===== src/rtl/core/function_call_syntax_checker_unit_defines.svh =====
// Assertion macros for the call syntax checker.
`ifndef FUNCTION_CALL_SYNTAX_CHECKER_UNIT_DEFINES_SVH
`define FUNCTION_CALL_SYNTAX_CHECKER_UNIT_DEFINES_SVH
`ifndef SYNTH
`define FCSC_ASSERT(lbl, prop, msg) \
    lbl: assert property (@(posedge clk) disable iff (!rst_n) (prop)) else $error(msg);
`define FCSC_ASSERT_NEXT(lbl, ante, cons, msg) \
    lbl: assert property (@(posedge clk) disable iff (!rst_n) (ante) |=> (cons)) else $error(msg);
`else
`define FCSC_ASSERT(lbl, prop, msg)
`define FCSC_ASSERT_NEXT(lbl, ante, cons, msg)
`endif
`endif


===== src/rtl/core/fcsc_pkg.sv =====
// Package: codes, character constants and shared types of the call syntax checker.
package fcsc_pkg;

    localparam int POSITION_BITS_DEFAULT = 16;
    localparam int OUT_BITS = 16;

    localparam logic [1:0] PH_NAME   = 2'd0;
    localparam logic [1:0] PH_PARAMS = 2'd1;
    localparam logic [1:0] PH_DONE   = 2'd2;

    localparam logic [1:0] SC_NEXT       = 2'd0;
    localparam logic [1:0] SC_QUOTED     = 2'd1;
    localparam logic [1:0] SC_UNQUOTED   = 2'd2;
    localparam logic [1:0] SC_POSTQUOTED = 2'd3;

    localparam logic [1:0] ST_OK        = 2'd0;
    localparam logic [1:0] ST_BAD_NAME  = 2'd1;
    localparam logic [1:0] ST_BAD_PARAM = 2'd2;

    localparam logic [7:0] CH_QUOTE  = 8'h22;
    localparam logic [7:0] CH_BSLASH = 8'h5C;
    localparam logic [7:0] CH_COMMA  = 8'h2C;
    localparam logic [7:0] CH_SPACE  = 8'h20;
    localparam logic [7:0] CH_RPAREN = 8'h29;
    localparam logic [7:0] CH_LPAREN = 8'h28;
    localparam logic [7:0] CH_NUL    = 8'h00;

    typedef struct packed {
        logic [1:0] phase;
        logic [1:0] scan_state;
        logic [7:0] previous_char;
    } ctl_t;

    typedef struct packed {
        logic       emit;
        logic [1:0] status;
    } verdict_t;

endpackage


===== src/rtl/core/fcsc_in_if.sv =====
// Input word channel: one character or an end mark.
interface fcsc_in_if;
    logic       valid;
    logic       ready;
    logic [7:0] char_code;
    logic       is_end;

    modport source (output valid, output char_code, output is_end, input ready);
    modport sink   (input valid, input char_code, input is_end, output ready);
endinterface


===== src/rtl/core/fcsc_out_if.sv =====
// Output word channel: one verdict.
interface fcsc_out_if;
    logic        valid;
    logic        ready;
    logic [1:0]  status;
    logic [15:0] name_length;
    logic [15:0] close_position;
    logic [15:0] last_param_offset;
    logic [15:0] last_param_length;

    modport source (output valid, output status, output name_length, output close_position,
                    output last_param_offset, output last_param_length, input ready);
    modport sink   (input valid, input status, input name_length, input close_position,
                    input last_param_offset, input last_param_length, output ready);
endinterface


===== src/rtl/core/function_call_syntax_checker_unit.sv =====
// Top level: call syntax checker over a character word stream.
// Verdicts are registered: word -> input register -> step logic -> result register.
// One word per cycle while the output is not stalled; each register holds one word.
// The per-string state updates in one pass of the step logic, so nothing iterates.
// Reset (rst_n low, asynchronous): no words held, list_mode 0, string state cleared.
`include "function_call_syntax_checker_unit_defines.svh"
module function_call_syntax_checker_unit #(
    parameter int POSITION_BITS = fcsc_pkg::POSITION_BITS_DEFAULT
) (
    input  logic       clk,
    input  logic       rst_n,
    input  logic       cfg_we,
    input  logic       cfg_data,
    fcsc_in_if.sink    in_ch,
    fcsc_out_if.source out_ch
);

    localparam int WIDE_BITS = (POSITION_BITS > fcsc_pkg::OUT_BITS)
                               ? POSITION_BITS : fcsc_pkg::OUT_BITS;

    logic                     list_mode_reg;
    logic                     s1_valid_reg;
    logic [7:0]               s1_char_reg;
    logic                     s1_end_reg;
    fcsc_pkg::ctl_t           ctl_reg;
    fcsc_pkg::ctl_t           ctl_next;
    logic [POSITION_BITS-1:0] position_reg;
    logic [POSITION_BITS-1:0] position_next;
    logic [POSITION_BITS-1:0] name_count_reg;
    logic [POSITION_BITS-1:0] name_count_next;
    logic [POSITION_BITS-1:0] param_start_reg;
    logic [POSITION_BITS-1:0] param_start_next;
    fcsc_pkg::verdict_t       verdict;
    logic [POSITION_BITS-1:0] close_pos;
    logic [POSITION_BITS-1:0] lp_offset;
    logic [POSITION_BITS-1:0] lp_length;
    logic [WIDE_BITS-1:0]     name_wide;
    logic [WIDE_BITS-1:0]     close_wide;
    logic [WIDE_BITS-1:0]     offset_wide;
    logic [WIDE_BITS-1:0]     length_wide;
    logic                     out_valid_reg;
    logic [1:0]               status_reg;
    logic [15:0]              name_length_reg;
    logic [15:0]              close_position_reg;
    logic [15:0]              last_param_offset_reg;
    logic [15:0]              last_param_length_reg;
    logic                     advance;

    assign advance     = s1_valid_reg && (!out_valid_reg || out_ch.ready);
    assign in_ch.ready = !s1_valid_reg || advance;

    fcsc_step #(
        .POSITION_BITS (POSITION_BITS)
    ) u_step (
        .list_mode         (list_mode_reg),
        .char_code         (s1_char_reg),
        .is_end            (s1_end_reg),
        .ctl               (ctl_reg),
        .position          (position_reg),
        .name_count        (name_count_reg),
        .param_start       (param_start_reg),
        .ctl_next          (ctl_next),
        .position_next     (position_next),
        .name_count_next   (name_count_next),
        .param_start_next  (param_start_next),
        .verdict           (verdict),
        .close_position    (close_pos),
        .last_param_offset (lp_offset),
        .last_param_length (lp_length)
    );

    assign name_wide   = WIDE_BITS'(name_count_reg);
    assign close_wide  = WIDE_BITS'(close_pos);
    assign offset_wide = WIDE_BITS'(lp_offset);
    assign length_wide = WIDE_BITS'(lp_length);

    always_ff @(posedge clk or negedge rst_n)
    begin
        if (!rst_n)
        begin
            list_mode_reg   <= 1'b0;
            s1_valid_reg    <= 1'b0;
            out_valid_reg   <= 1'b0;
            ctl_reg         <= '0;
            position_reg    <= '0;
            name_count_reg  <= '0;
            param_start_reg <= '0;
        end
        else
        begin
            if (cfg_we)
                list_mode_reg <= cfg_data;
            if (in_ch.ready)
                s1_valid_reg <= in_ch.valid;
            if (advance)
            begin
                ctl_reg         <= ctl_next;
                position_reg    <= position_next;
                name_count_reg  <= name_count_next;
                param_start_reg <= param_start_next;
            end
            if (advance && verdict.emit)
                out_valid_reg <= 1'b1;
            else if (out_ch.ready)
                out_valid_reg <= 1'b0;
        end
    end

    always_ff @(posedge clk)
    begin
        if (in_ch.ready && in_ch.valid)
        begin
            s1_char_reg <= in_ch.char_code;
            s1_end_reg  <= in_ch.is_end;
        end
        if (advance && verdict.emit)
        begin
            status_reg            <= verdict.status;
            name_length_reg       <= name_wide[15:0];
            close_position_reg    <= close_wide[15:0];
            last_param_offset_reg <= offset_wide[15:0];
            last_param_length_reg <= length_wide[15:0];
        end
    end

    assign out_ch.valid             = out_valid_reg;
    assign out_ch.status            = status_reg;
    assign out_ch.name_length       = name_length_reg;
    assign out_ch.close_position    = close_position_reg;
    assign out_ch.last_param_offset = last_param_offset_reg;
    assign out_ch.last_param_length = last_param_length_reg;

    // held word in the input register is not dropped under back pressure
    `FCSC_ASSERT_NEXT(a_s1_hold, s1_valid_reg && !advance, s1_valid_reg, "input word lost")
    `FCSC_ASSERT(a_ok_len, !out_valid_reg || status_reg != fcsc_pkg::ST_OK || last_param_length_reg == 16'd0, "length on valid verdict")
    `FCSC_ASSERT(a_name_fields, !out_valid_reg || status_reg != fcsc_pkg::ST_BAD_NAME || (close_position_reg == 16'd0 && last_param_offset_reg == 16'd0), "fields on name failure")
    // a string that is done never produces a second verdict
    `FCSC_ASSERT(a_done_quiet, !(advance && ctl_reg.phase == fcsc_pkg::PH_DONE) || !verdict.emit, "verdict after done")

endmodule


===== src/rtl/core/fcsc_step.sv =====
// Per-character next-state and verdict logic.
module fcsc_step #(
    parameter int POSITION_BITS = fcsc_pkg::POSITION_BITS_DEFAULT
) (
    input  logic                     list_mode,
    input  logic [7:0]               char_code,
    input  logic                     is_end,
    input  fcsc_pkg::ctl_t           ctl,
    input  logic [POSITION_BITS-1:0] position,
    input  logic [POSITION_BITS-1:0] name_count,
    input  logic [POSITION_BITS-1:0] param_start,
    output fcsc_pkg::ctl_t           ctl_next,
    output logic [POSITION_BITS-1:0] position_next,
    output logic [POSITION_BITS-1:0] name_count_next,
    output logic [POSITION_BITS-1:0] param_start_next,
    output fcsc_pkg::verdict_t       verdict,
    output logic [POSITION_BITS-1:0] close_position,
    output logic [POSITION_BITS-1:0] last_param_offset,
    output logic [POSITION_BITS-1:0] last_param_length
);

    localparam logic [POSITION_BITS-1:0] POS_MAX = '1;
    localparam logic [POSITION_BITS-1:0] POS_ONE = POSITION_BITS'(1);

    logic [POSITION_BITS-1:0] pos_inc;
    logic [POSITION_BITS-1:0] name_inc;
    logic [POSITION_BITS-1:0] param_span;
    logic [1:0]               eff_phase;

    assign pos_inc    = (position == POS_MAX) ? POS_MAX : position + POS_ONE;
    assign name_inc   = (name_count == POS_MAX) ? POS_MAX : name_count + POS_ONE;
    assign param_span = (position >= param_start) ? position - param_start : '0;
    assign eff_phase  = (ctl.phase == fcsc_pkg::PH_NAME && list_mode)
                        ? fcsc_pkg::PH_PARAMS : ctl.phase;

    always_comb
    begin
        ctl_next          = ctl;
        position_next     = position;
        name_count_next   = name_count;
        param_start_next  = param_start;
        verdict.emit      = 1'b0;
        verdict.status    = fcsc_pkg::ST_OK;
        close_position    = '0;
        last_param_offset = '0;
        last_param_length = '0;

        if (ctl.phase == fcsc_pkg::PH_DONE)
        begin
            if (is_end)
            begin
                ctl_next         = '0;
                position_next    = '0;
                name_count_next  = '0;
                param_start_next = '0;
            end
        end
        else if (is_end || char_code == fcsc_pkg::CH_NUL)
        begin
            verdict.emit = 1'b1;
            if (ctl.phase == fcsc_pkg::PH_NAME && !list_mode)
            begin
                verdict.status = fcsc_pkg::ST_BAD_NAME;
            end
            else if (list_mode && ctl.scan_state != fcsc_pkg::SC_QUOTED)
            begin
                verdict.status    = fcsc_pkg::ST_OK;
                close_position    = position;
                last_param_offset = param_start;
            end
            else
            begin
                verdict.status    = fcsc_pkg::ST_BAD_PARAM;
                last_param_offset = param_start;
                last_param_length = param_span;
            end
            if (is_end)
            begin
                ctl_next         = '0;
                position_next    = '0;
                name_count_next  = '0;
                param_start_next = '0;
            end
            else
            begin
                ctl_next.phase = fcsc_pkg::PH_DONE;
            end
        end
        else
        begin
            ctl_next.phase = eff_phase;
            if (eff_phase == fcsc_pkg::PH_NAME)
            begin
                if (char_code inside {[8'h61:8'h7A]})
                begin
                    name_count_next = name_inc;
                end
                else if (char_code == fcsc_pkg::CH_LPAREN && name_count != '0)
                begin
                    ctl_next.phase      = fcsc_pkg::PH_PARAMS;
                    ctl_next.scan_state = fcsc_pkg::SC_NEXT;
                    param_start_next    = pos_inc;
                end
                else
                begin
                    verdict.emit   = 1'b1;
                    verdict.status = fcsc_pkg::ST_BAD_NAME;
                    ctl_next.phase = fcsc_pkg::PH_DONE;
                end
            end
            else if (!list_mode && char_code == fcsc_pkg::CH_RPAREN
                     && ctl.scan_state != fcsc_pkg::SC_QUOTED)
            begin
                verdict.emit      = 1'b1;
                verdict.status    = fcsc_pkg::ST_OK;
                close_position    = position;
                last_param_offset = param_start;
                ctl_next.phase    = fcsc_pkg::PH_DONE;
            end
            else
            begin
                case (ctl.scan_state)
                    fcsc_pkg::SC_NEXT:
                    begin
                        param_start_next = position;
                        if (char_code == fcsc_pkg::CH_QUOTE)
                            ctl_next.scan_state = fcsc_pkg::SC_QUOTED;
                        else if (char_code != fcsc_pkg::CH_SPACE
                                 && char_code != fcsc_pkg::CH_COMMA)
                            ctl_next.scan_state = fcsc_pkg::SC_UNQUOTED;
                    end
                    fcsc_pkg::SC_QUOTED:
                    begin
                        if (char_code == fcsc_pkg::CH_QUOTE
                            && ctl.previous_char != fcsc_pkg::CH_BSLASH)
                            ctl_next.scan_state = fcsc_pkg::SC_POSTQUOTED;
                    end
                    fcsc_pkg::SC_UNQUOTED:
                    begin
                        if (char_code == fcsc_pkg::CH_COMMA)
                            ctl_next.scan_state = fcsc_pkg::SC_NEXT;
                    end
                    default:
                    begin
                        if (char_code == fcsc_pkg::CH_COMMA)
                        begin
                            ctl_next.scan_state = fcsc_pkg::SC_NEXT;
                        end
                        else if (char_code != fcsc_pkg::CH_SPACE)
                        begin
                            verdict.emit      = 1'b1;
                            verdict.status    = fcsc_pkg::ST_BAD_PARAM;
                            last_param_offset = param_start;
                            last_param_length = param_span;
                            ctl_next.phase    = fcsc_pkg::PH_DONE;
                        end
                    end
                endcase
            end
            ctl_next.previous_char = char_code;
            position_next          = pos_inc;
        end
    end

endmodule

===== src/flat_wrapper.sv =====
// flat-port wrapper written by rule: the top's interface ports become plain ports
module function_call_syntax_checker_unit_flat 
#(
    parameter int POSITION_BITS = fcsc_pkg::POSITION_BITS_DEFAULT
)
  (clk, rst_n, cfg_we, cfg_data, in_ch_valid, in_ch_char_code, in_ch_is_end, in_ch_ready, out_ch_valid, out_ch_status, out_ch_name_length, out_ch_close_position, out_ch_last_param_offset, out_ch_last_param_length, out_ch_ready);
  fcsc_in_if in_ch_i ();
  fcsc_out_if out_ch_i ();
  input  logic clk;
  input  logic rst_n;
  input  logic cfg_we;
  input  logic cfg_data;
  input wire logic [$bits(in_ch_i.valid)-1:0] in_ch_valid;
  input wire logic [$bits(in_ch_i.char_code)-1:0] in_ch_char_code;
  input wire logic [$bits(in_ch_i.is_end)-1:0] in_ch_is_end;
  output wire logic [$bits(in_ch_i.ready)-1:0] in_ch_ready;
  output wire logic [$bits(out_ch_i.valid)-1:0] out_ch_valid;
  output wire logic [$bits(out_ch_i.status)-1:0] out_ch_status;
  output wire logic [$bits(out_ch_i.name_length)-1:0] out_ch_name_length;
  output wire logic [$bits(out_ch_i.close_position)-1:0] out_ch_close_position;
  output wire logic [$bits(out_ch_i.last_param_offset)-1:0] out_ch_last_param_offset;
  output wire logic [$bits(out_ch_i.last_param_length)-1:0] out_ch_last_param_length;
  input wire logic [$bits(out_ch_i.ready)-1:0] out_ch_ready;
  assign in_ch_i.valid = in_ch_valid;
  assign in_ch_i.char_code = in_ch_char_code;
  assign in_ch_i.is_end = in_ch_is_end;
  assign in_ch_ready = in_ch_i.ready;
  assign out_ch_valid = out_ch_i.valid;
  assign out_ch_status = out_ch_i.status;
  assign out_ch_name_length = out_ch_i.name_length;
  assign out_ch_close_position = out_ch_i.close_position;
  assign out_ch_last_param_offset = out_ch_i.last_param_offset;
  assign out_ch_last_param_length = out_ch_i.last_param_length;
  assign out_ch_i.ready = out_ch_ready;
  function_call_syntax_checker_unit #(.POSITION_BITS(POSITION_BITS)) u_core (.clk(clk), .rst_n(rst_n), .cfg_we(cfg_we), .cfg_data(cfg_data), .in_ch(in_ch_i), .out_ch(out_ch_i));
endmodule

===== config.mk =====
export PLATFORM = sky130hd
export DESIGN_NAME = function_call_syntax_checker_unit_flat
export DESIGN_NICKNAME = d
export VERILOG_FILES = /design/src/rtl/core/fcsc_pkg.sv /design/src/rtl/core/fcsc_in_if.sv /design/src/rtl/core/fcsc_out_if.sv /design/src/rtl/core/function_call_syntax_checker_unit.sv /design/src/rtl/core/fcsc_step.sv /design/src/flat_wrapper.sv
export VERILOG_INCLUDE_DIRS = /design/src /design/src/rtl/core
export SDC_FILE = /design/constraint.sdc
export NUM_CORES = 1
export LEC_CHECK = 0
export BUFFER_PORTS_ARGS = -buffer_cell sky130_fd_sc_hd__buf_2
export CAP_MARGIN = 20
export CORE_UTILIZATION = 55
export CTS_CLUSTER_DIAMETER = 40
export CTS_CLUSTER_SIZE = 30
export DETAILED_ROUTE_END_ITERATION = 10
export HOLD_SLACK_MARGIN = 0.08
export PLACE_DENSITY = 0.76
export SLEW_MARGIN = 20
export SYNTH_ARGS = -nofsm -noshare
export SYNTH_HDL_FRONTEND = slang
export SYNTH_SLANG_ARGS = --single-unit

===== constraint.sdc =====
create_clock -name clk -period 6.7 [get_ports clk]
set_input_delay 1.34 -clock clk [delete_from_list [all_inputs] [get_ports clk]]
set_output_delay 1.34 -clock clk [all_outputs]
set_load 0.05 [all_outputs]

==> impl_results.md, run 1 <==
- Status: complete, no violations
- Ports: 83
- Worst-Skew Late Latency: around 440 ps
- Critical path type: reg2reg
- Worst slew pin tran: roughly 960 ps
- Setup TNS: 0 ps
- Final wirelength: 16,100 um
- CTS Buffer Depth: 2
- Design Area, Final: 0.00829 mm^2
- Post-synth top area share: around a third
- Max-cap violation count: 0
- Combinational Power Share: about 29%
- Dpl hpwl: 11,000 um
- Syn Inst Count: 663
- Final setup violation count: 0
- Synth Flop Type: edfxtp_1
- Final Cycle Share: 51.9%
- Final hold slack: 501 ps
- Die Span X: around 120 um
- Power Density: roughly 360 mW/mm^2
- Worst Setup Start Kind: register
- Fillers: 1,018
- Drt wl/cell: 17.4 um
- Final net count: about 770
- Initial antenna violation count: 0
- CTS Root Cell: clkbuf_16
- Sequential power share: a little under two fifths
- Crit path DAT: between 3000 and 4000 ps
- DRC: 0
- Setup Skew: roughly 9.5 ps
- Yosys reg bits: roughly 140
- Clock network power share: 34.5%
- Num Clock Sinks: 138
- Number of flops mapped to enable cells by yosys: 75
- CP max stage cell: a221o_1
- Cts repair resizes: 0
- Post-Syn Area: 0.00712 mm^2
- Delay-heaviest family, CP: compound AO/OA/AOI/OAI gates
- Routed vias/inst: slightly above 6
- M2 GR Usage: 43.4%
- Most used cell, CP: a21oi_1
- Grt ovf: 0
- TritonCTS Buffers: 17
- Fmax: 0.288 GHz
- Vias in the first global route: 5,347
- Syn-to-layout area delta: 16.5%
- Async set or reset register ratio after synthesis: 45.7%
- Max Slew Vio Count: 0
- CORE AREA: 0.0126 mm^2
- First-pass GRT wire length: 26,600 um
- CP endpoint kind: register
- Multi-input gate area: 0.00303 mm^2
- Synth warn: 0
- Die Height: roughly 120 um
- Number of distinct library cells after synthesis: just over 70
- Number of setup buffers added after CTS: 0
- Synth Area per Inst: 10.7 um^2
- Cell Chain, Critical Path: inv_1, ha_1, fa_1, nand2b_1, a21oi_1, o221ai_1, nand2_1, a21oi_1, a221o_1, nor4_1
- GR Util met1: 33.3%
- FF-to-FF setup slack: around 3200 ps
- CTS Hold Buffers Added: 0
- CTS tree: yes
- GR Layer Usage met3: 5.96%
- TritonRoute pass-1 iters: 5
- Sequential share of the synthesized area: between 50% and 60%
- Max VDD drop: 0.000162 V
- Relative slew slack: between 30 and 40%
- Placed Area: 0.00764 mm^2
- Critical Path RT: 6900 ps
- Leading area contributor after synthesis: edfxtp_1
- RSZ-0062 raised after global routing: false
- Number of diodes: 0
- Syn_nets: approximately 700
- Detailed router's first-iteration violation count: 363
- Max incr delay on CP: about 560 ps
- Synth top area cells: edfxtp_1 (32%), dfrtp_1 (22%), a22o_1 (4.7%)
- Row Count: 41
- Die ar.: 0.0134 mm^2
- Initial cell density of the core: 56.4%
- GPL Wtd Cong: 0.919
- Endpoints failing hold: 0
- CP Buf/Inv Count: 1
- Grt peak-use layer: met2
- Psw: 1020 uW
- FF+latch area: 0.00383 mm^2
- Final ANT Viol Nets: 0
- Hold/Removal Path Class: reg2reg
- Largest net degree at the start of global routing: 64
- Leak: 0.00346 uW
- Via count: 5,583
- Port Buf Inserts: 82
- Fraction of layout instances using a drive strength above 1: 18.1%
- Clk slew on worst S/H paths: 60 ps
- CP max FO: 16
- H-tree depth: 4
- Crit path time final: 3480 ps
- Net Sw Frac: 34.6%
- Cell Int Power: approximately 1900 uW
- Total track usage: 26.2%
[placed cells by master (no fill, tap or decap), types with 9 or more instances in the layout]
| cell type | instances |
|---|---|
| buf_2 | 82 |
| edfxtp_1 | 75 |
| dfrtp_1 | 63 |
| o21ai_0 | 53 |
| a21oi_1 | 45 |
| and2_1 | 38 |
| a22o_1 | 38 |
| inv_1 | 35 |
| nor2_1 | 35 |
| nand2_1 | 28 |
| nand3_1 | 27 |
| ha_1 | 19 |
| clkbuf_16 | 17 |
| and3_1 | 15 |
| a31oi_1 | 12 |
| a21o_1 | 11 |
| nor3_1 | 10 |
| nand2b_1 | 9 |
| nor4_1 | 9 |
[power by group through the flow]
stage | clock network [uW] | logic, uW | registers, uW
2_1_floorplan | 0 | 442 | 1310
3_3_place_gp | 0 | 821 | 1100
3_5_place_dp | 0 | 840 | 1110
4_1_cts | 1030 | 844 | 1090
5_1_grt | 1060 | 923 | 1110
6_report | 1020 | 846 | 1090
[per-stage QoR]
step / utilization (%) / worst slack [ps] / instances / power, uW
detailed placement: 60.5 / 3020 / 891 / 1950
CTS: 65.6 / 3250 / 923 / 2960
global placement: 60.5 / 3130 / 891 / 1920
floorplan: - / 3220 / 663 / 1760
finish: 65.7 / 3220 / 924 / 2960
global route: 65.7 / 3070 / 924 / 3090
[cells by family after synthesis]
kind of cell / synth area share, %
XOR/XNOR: 1.11
AND/OR/NAND/NOR: 17.7
adder cells (fa/ha/maj): 3.62
buffers and inverters: 3.78
multiplexers: 0.475
flip-flops: 53.8
AO/OA/AOI/OAI: 19.5
[cell type report]
cell class                      count  share of cell area (%)
Timing Repair Buffer               87                    5.40
Sequential cell                   138                    46.2
Inverter                           36                    1.63
Clock buffer                       18                    5.30
Tap cell                          172                    2.60
Clock inverter                     14                    2.41
Multi-Input combinational cell    459                    36.5
[metal layers]
layer,vias up,routed length (um)
li1,2649,-
met2,224,7890
met5,-,0
met1,2682,6910
met3,28,959
met4,0,363
[path summary, 6_finish.rpt]
path,depth (start not counted),to,startpoint
max,10,u_core.out_ch.last_param_length[13],u_core.position_reg[0]
min,1,u_core.ctl_reg[7],u_core.ctl_reg[7]
max reg2reg,10,u_core.out_ch.last_param_length[13],u_core.position_reg[0]
min reg2reg,1,u_core.ctl_reg[7],u_core.ctl_reg[7]
max in group asynchronous,2,u_core.name_count_reg[7],rst_n
min in group asynchronous,2,u_core.list_mode_reg,rst_n
[synth_stat cells, types with 9 or more instances]
master,number
edfxtp_1,75
o21ai_0,53
clkbuf_1,23
ha_1,19
and3_1,15
nand2_1,28
nor2_1,36
dfrtp_1,63
nor3_1,10
a21oi_1,46
and2_1,38
a31oi_1,12
nand2b_1,9
nand3_1,27
nor4_1,9
a22o_1,38
inv_1,36
a21o_1,11
Note: power is estimated with default switching activity, not from simulation.
==> run 2: changes to the inputs <==
Clock period 6.7 ns to 3.5 ns, I/O delays scaled along.
==> run 2 against run 1 <==
Clock-buffer cell count is 5 higher. Clock skew down 3.4 ps. Sequential share of layout area is 0.25 points lower. Clock power up 76%. Largest cell class unchanged. Largest power group unchanged.
==> impl_results.md, run 2 (same netlist as run 1, synthesis figures left out) <==
- Worst R2R Start: u_core.position_reg[0]
- GR Layer Usage met3: 6.90% (+0.94 points)
- Max Slew Vio Count: 0 (unchanged)
- Number of setup buffers added after CTS: 0 (unchanged)
- CORE AREA: 0.0126 mm^2 (unchanged)
- M2 GR Usage: 43.0% (-0.40 points)
- Row Count: 41 (unchanged)
- Power Density: 664 mW/mm^2 (+86%)
- Most frequent cells in the layout: buf_2 (82), edfxtp_1 (75), dfrtp_1 (63)
- Cts repair resizes: 0 (unchanged)
- CP max FO: 16 (unchanged)
- Grt peak-use layer: met2
- Hold/Removal Path Class: in2async
- Place WS: 349 ps (-2670 ps)
- Max VDD drop: 0.000356 V (+120%)
- Critical Path RT: 3730 ps (-3170 ps)
- Leak: 0.00349 uW (+0.87%)
- GPL Wtd Cong: 0.912 (-0.78%)
- Num Clock Sinks: 138 (unchanged)
- Die ar.: 0.0134 mm^2 (unchanged)
- Most used cell, CP: a21oi_1
- Die Height: 116 um (unchanged)
- Worst slew pin tran: 896 ps (-64.2 ps)
- H-tree depth: 4 (unchanged)
- Drt wl/cell: 16.9 um (-2.9%)
- Final setup violation count: 0 (unchanged)
- Sequential power share: 37.6% (+0.7 points)
- Total power: 5530 uW (+87%)
- Worst setup path start: u_core.position_reg[0]
- Crit path time final: 3200 ps (-273 ps)
- Grt ovf: 0 (unchanged)
- Cell Int Power: 3590 uW (+86%)
- Max-cap violation count: 0 (unchanged)
- CTS Hold Buffers Added: 0 (unchanged)
- FF+latch area: 0.00383 mm^2 (unchanged)
- Clk slew on worst S/H paths: 60 ps (about the same)
- Reg-to-reg critical path endpoint: u_core.out_ch.last_param_length[14]
- Initial antenna violation count: 0 (unchanged)
- CTS Root Cell: clkbuf_16
- Commonest non-fill, non-tap cell in the layout: buf_2
- Dpl hpwl: 11,100 um (+0.70%)
- Syn-to-layout area delta: 17.1%
- Psw: 1940 uW (+90%)
- Detailed router's first-iteration violation count: 393 (+8.3%)
- Via count: 5,565 (-0.32%)
- Setup Skew: 6.03 ps (-3.43 ps)
- Fraction of layout instances using a drive strength above 1: 19.4% (+1.3 points)
- DRC: 0 (unchanged)
- Multi-input gate area: 0.00302 mm^2 (-0.12%)
- Die Span X: 116 um (unchanged)
- Delay-heaviest family, CP: compound AO/OA/AOI/OAI gates
- Largest net degree at the start of global routing: 38 (-41%)
- CP endpoint kind: register
- Endpoints failing hold: 0 (unchanged)
- CP Buf/Inv Count: 1 (unchanged)
- Combinational Power Share: 30.0% (+1.4 points)
- Setup TNS: 0 ps (unchanged)
- Final Cycle Share: 91.5% (+40 points)
- FF-to-FF setup slack: 300 ps (-2930 ps)
- Fmax: 0.312 GHz (+8.5%)
- Routed vias/inst: 5.96 (-1.4%)
- Port Buf Inserts: 82 (unchanged)
- Status: complete, no violations
- Max incr delay on CP: 530 ps (-30 ps)
- Final net count: 784 (+1.3%)
- Number of diodes: 0 (unchanged)
- Clock network power share: 32.5% (-2.0 points)
- Final setup margin: 297 ps (-2930 ps)
- Initial cell density of the core: 56.4% (unchanged)
- Worst-Skew Late Latency: 430 ps (about the same)
- Final wirelength: 15,800 um (-1.9%)
- CTS tree: yes
- GR Util met1: 32.6% (-0.65 points)
- CP max stage cell: a221o_1
- TritonRoute pass-1 iters: 5 (unchanged)
- RSZ-0062 raised after global routing: false
- First-pass GRT wire length: 26,300 um (-0.94%)
- Cell Chain, Critical Path: inv_1, ha_1, fa_1, nand2b_1, a21oi_1, o221ai_1, nand2_1, a21oi_1, a221o_1, a2111oi_2
- R2R cell count: 10 (unchanged)
- Final ANT Viol Nets: 0 (unchanged)
- Core Util, Final: 66.1% (+0.36 points)
- Vias in the first global route: 5,314 (-0.62%)
- Net Sw Frac: 35.1% (+0.56 points)
- Ports: 83 (unchanged)
- Relative slew slack: 40.3% (+4.5 points)
- Crit path DAT: 3430 ps (-250 ps)
- Fillers: 1,012 (-0.59%)
- Total track usage: 25.9% (-0.32 points)
- Critical path type: reg2reg
- Cell depth of the worst setup path: 10 (unchanged)
- TritonCTS Buffers: 17 (unchanged)
- Crit path capture: u_core.out_ch.last_param_length[14]
- Worst Setup Start Kind: register
- CTS Buffer Depth: 2 (unchanged)
run 2: metrics by stage:
stage,cell area (um^2),hold WS (ps),std cells
final,8340,401,934
after global routing,8340,426,934
after CTS,8330,421,934
after detailed placement,7720,479,902
after global placement,7720,486,902
after floorplan,7120,404,663
run 2: layout make-up:
cell class / instances / share of cell area (%)
Multi-Input combinational cell: 459 / 36.2
Inverter: 36 / 1.62
Clock buffer: 23 / 6.36
Timing Repair Buffer: 97 / 6.27
Clock inverter: 9 / 0.991
Sequential cell: 138 / 45.9
Tap cell: 172 / 2.58
run 2: worst min-delay path by stage:
stage	cells after the start	end	slack [ps]	startpoint
after floorplan	0	u_core.ctl_reg[0]	400	rst_n
after global placement	1	u_core.ctl_reg[5]	490	u_core.ctl_reg[5]
after detailed placement	1	u_core.ctl_reg[5]	480	u_core.ctl_reg[5]
after CTS	1	u_core.out_ch.valid	420	rst_n
after global routing	1	u_core.s1_char_reg[2]	430	in_ch_char_code[2]
final	1	u_core.list_mode_reg	400	rst_n
run 2: power groups by stage:
| stage | registers, uW | clock network (uW) | logic (uW) |
|---|---|---|---|
| final | 2080 | 1800 | 1660 |
| after global routing | 2110 | 1890 | 1800 |
| after CTS | 2080 | 1820 | 1660 |
| after detailed placement | 2110 | 0 | 1650 |
| after global placement | 2100 | 0 | 1620 |
| after floorplan | 2510 | 0 | 847 |
run 2: metal layers:
metal | vias up | share of wire, %
li1 | 2667 | -
met1 | 2665 | 43
met2 | 203 | 49
met3 | 30 | 5.7
met4 | 0 | 1.9
met5 | - | 0
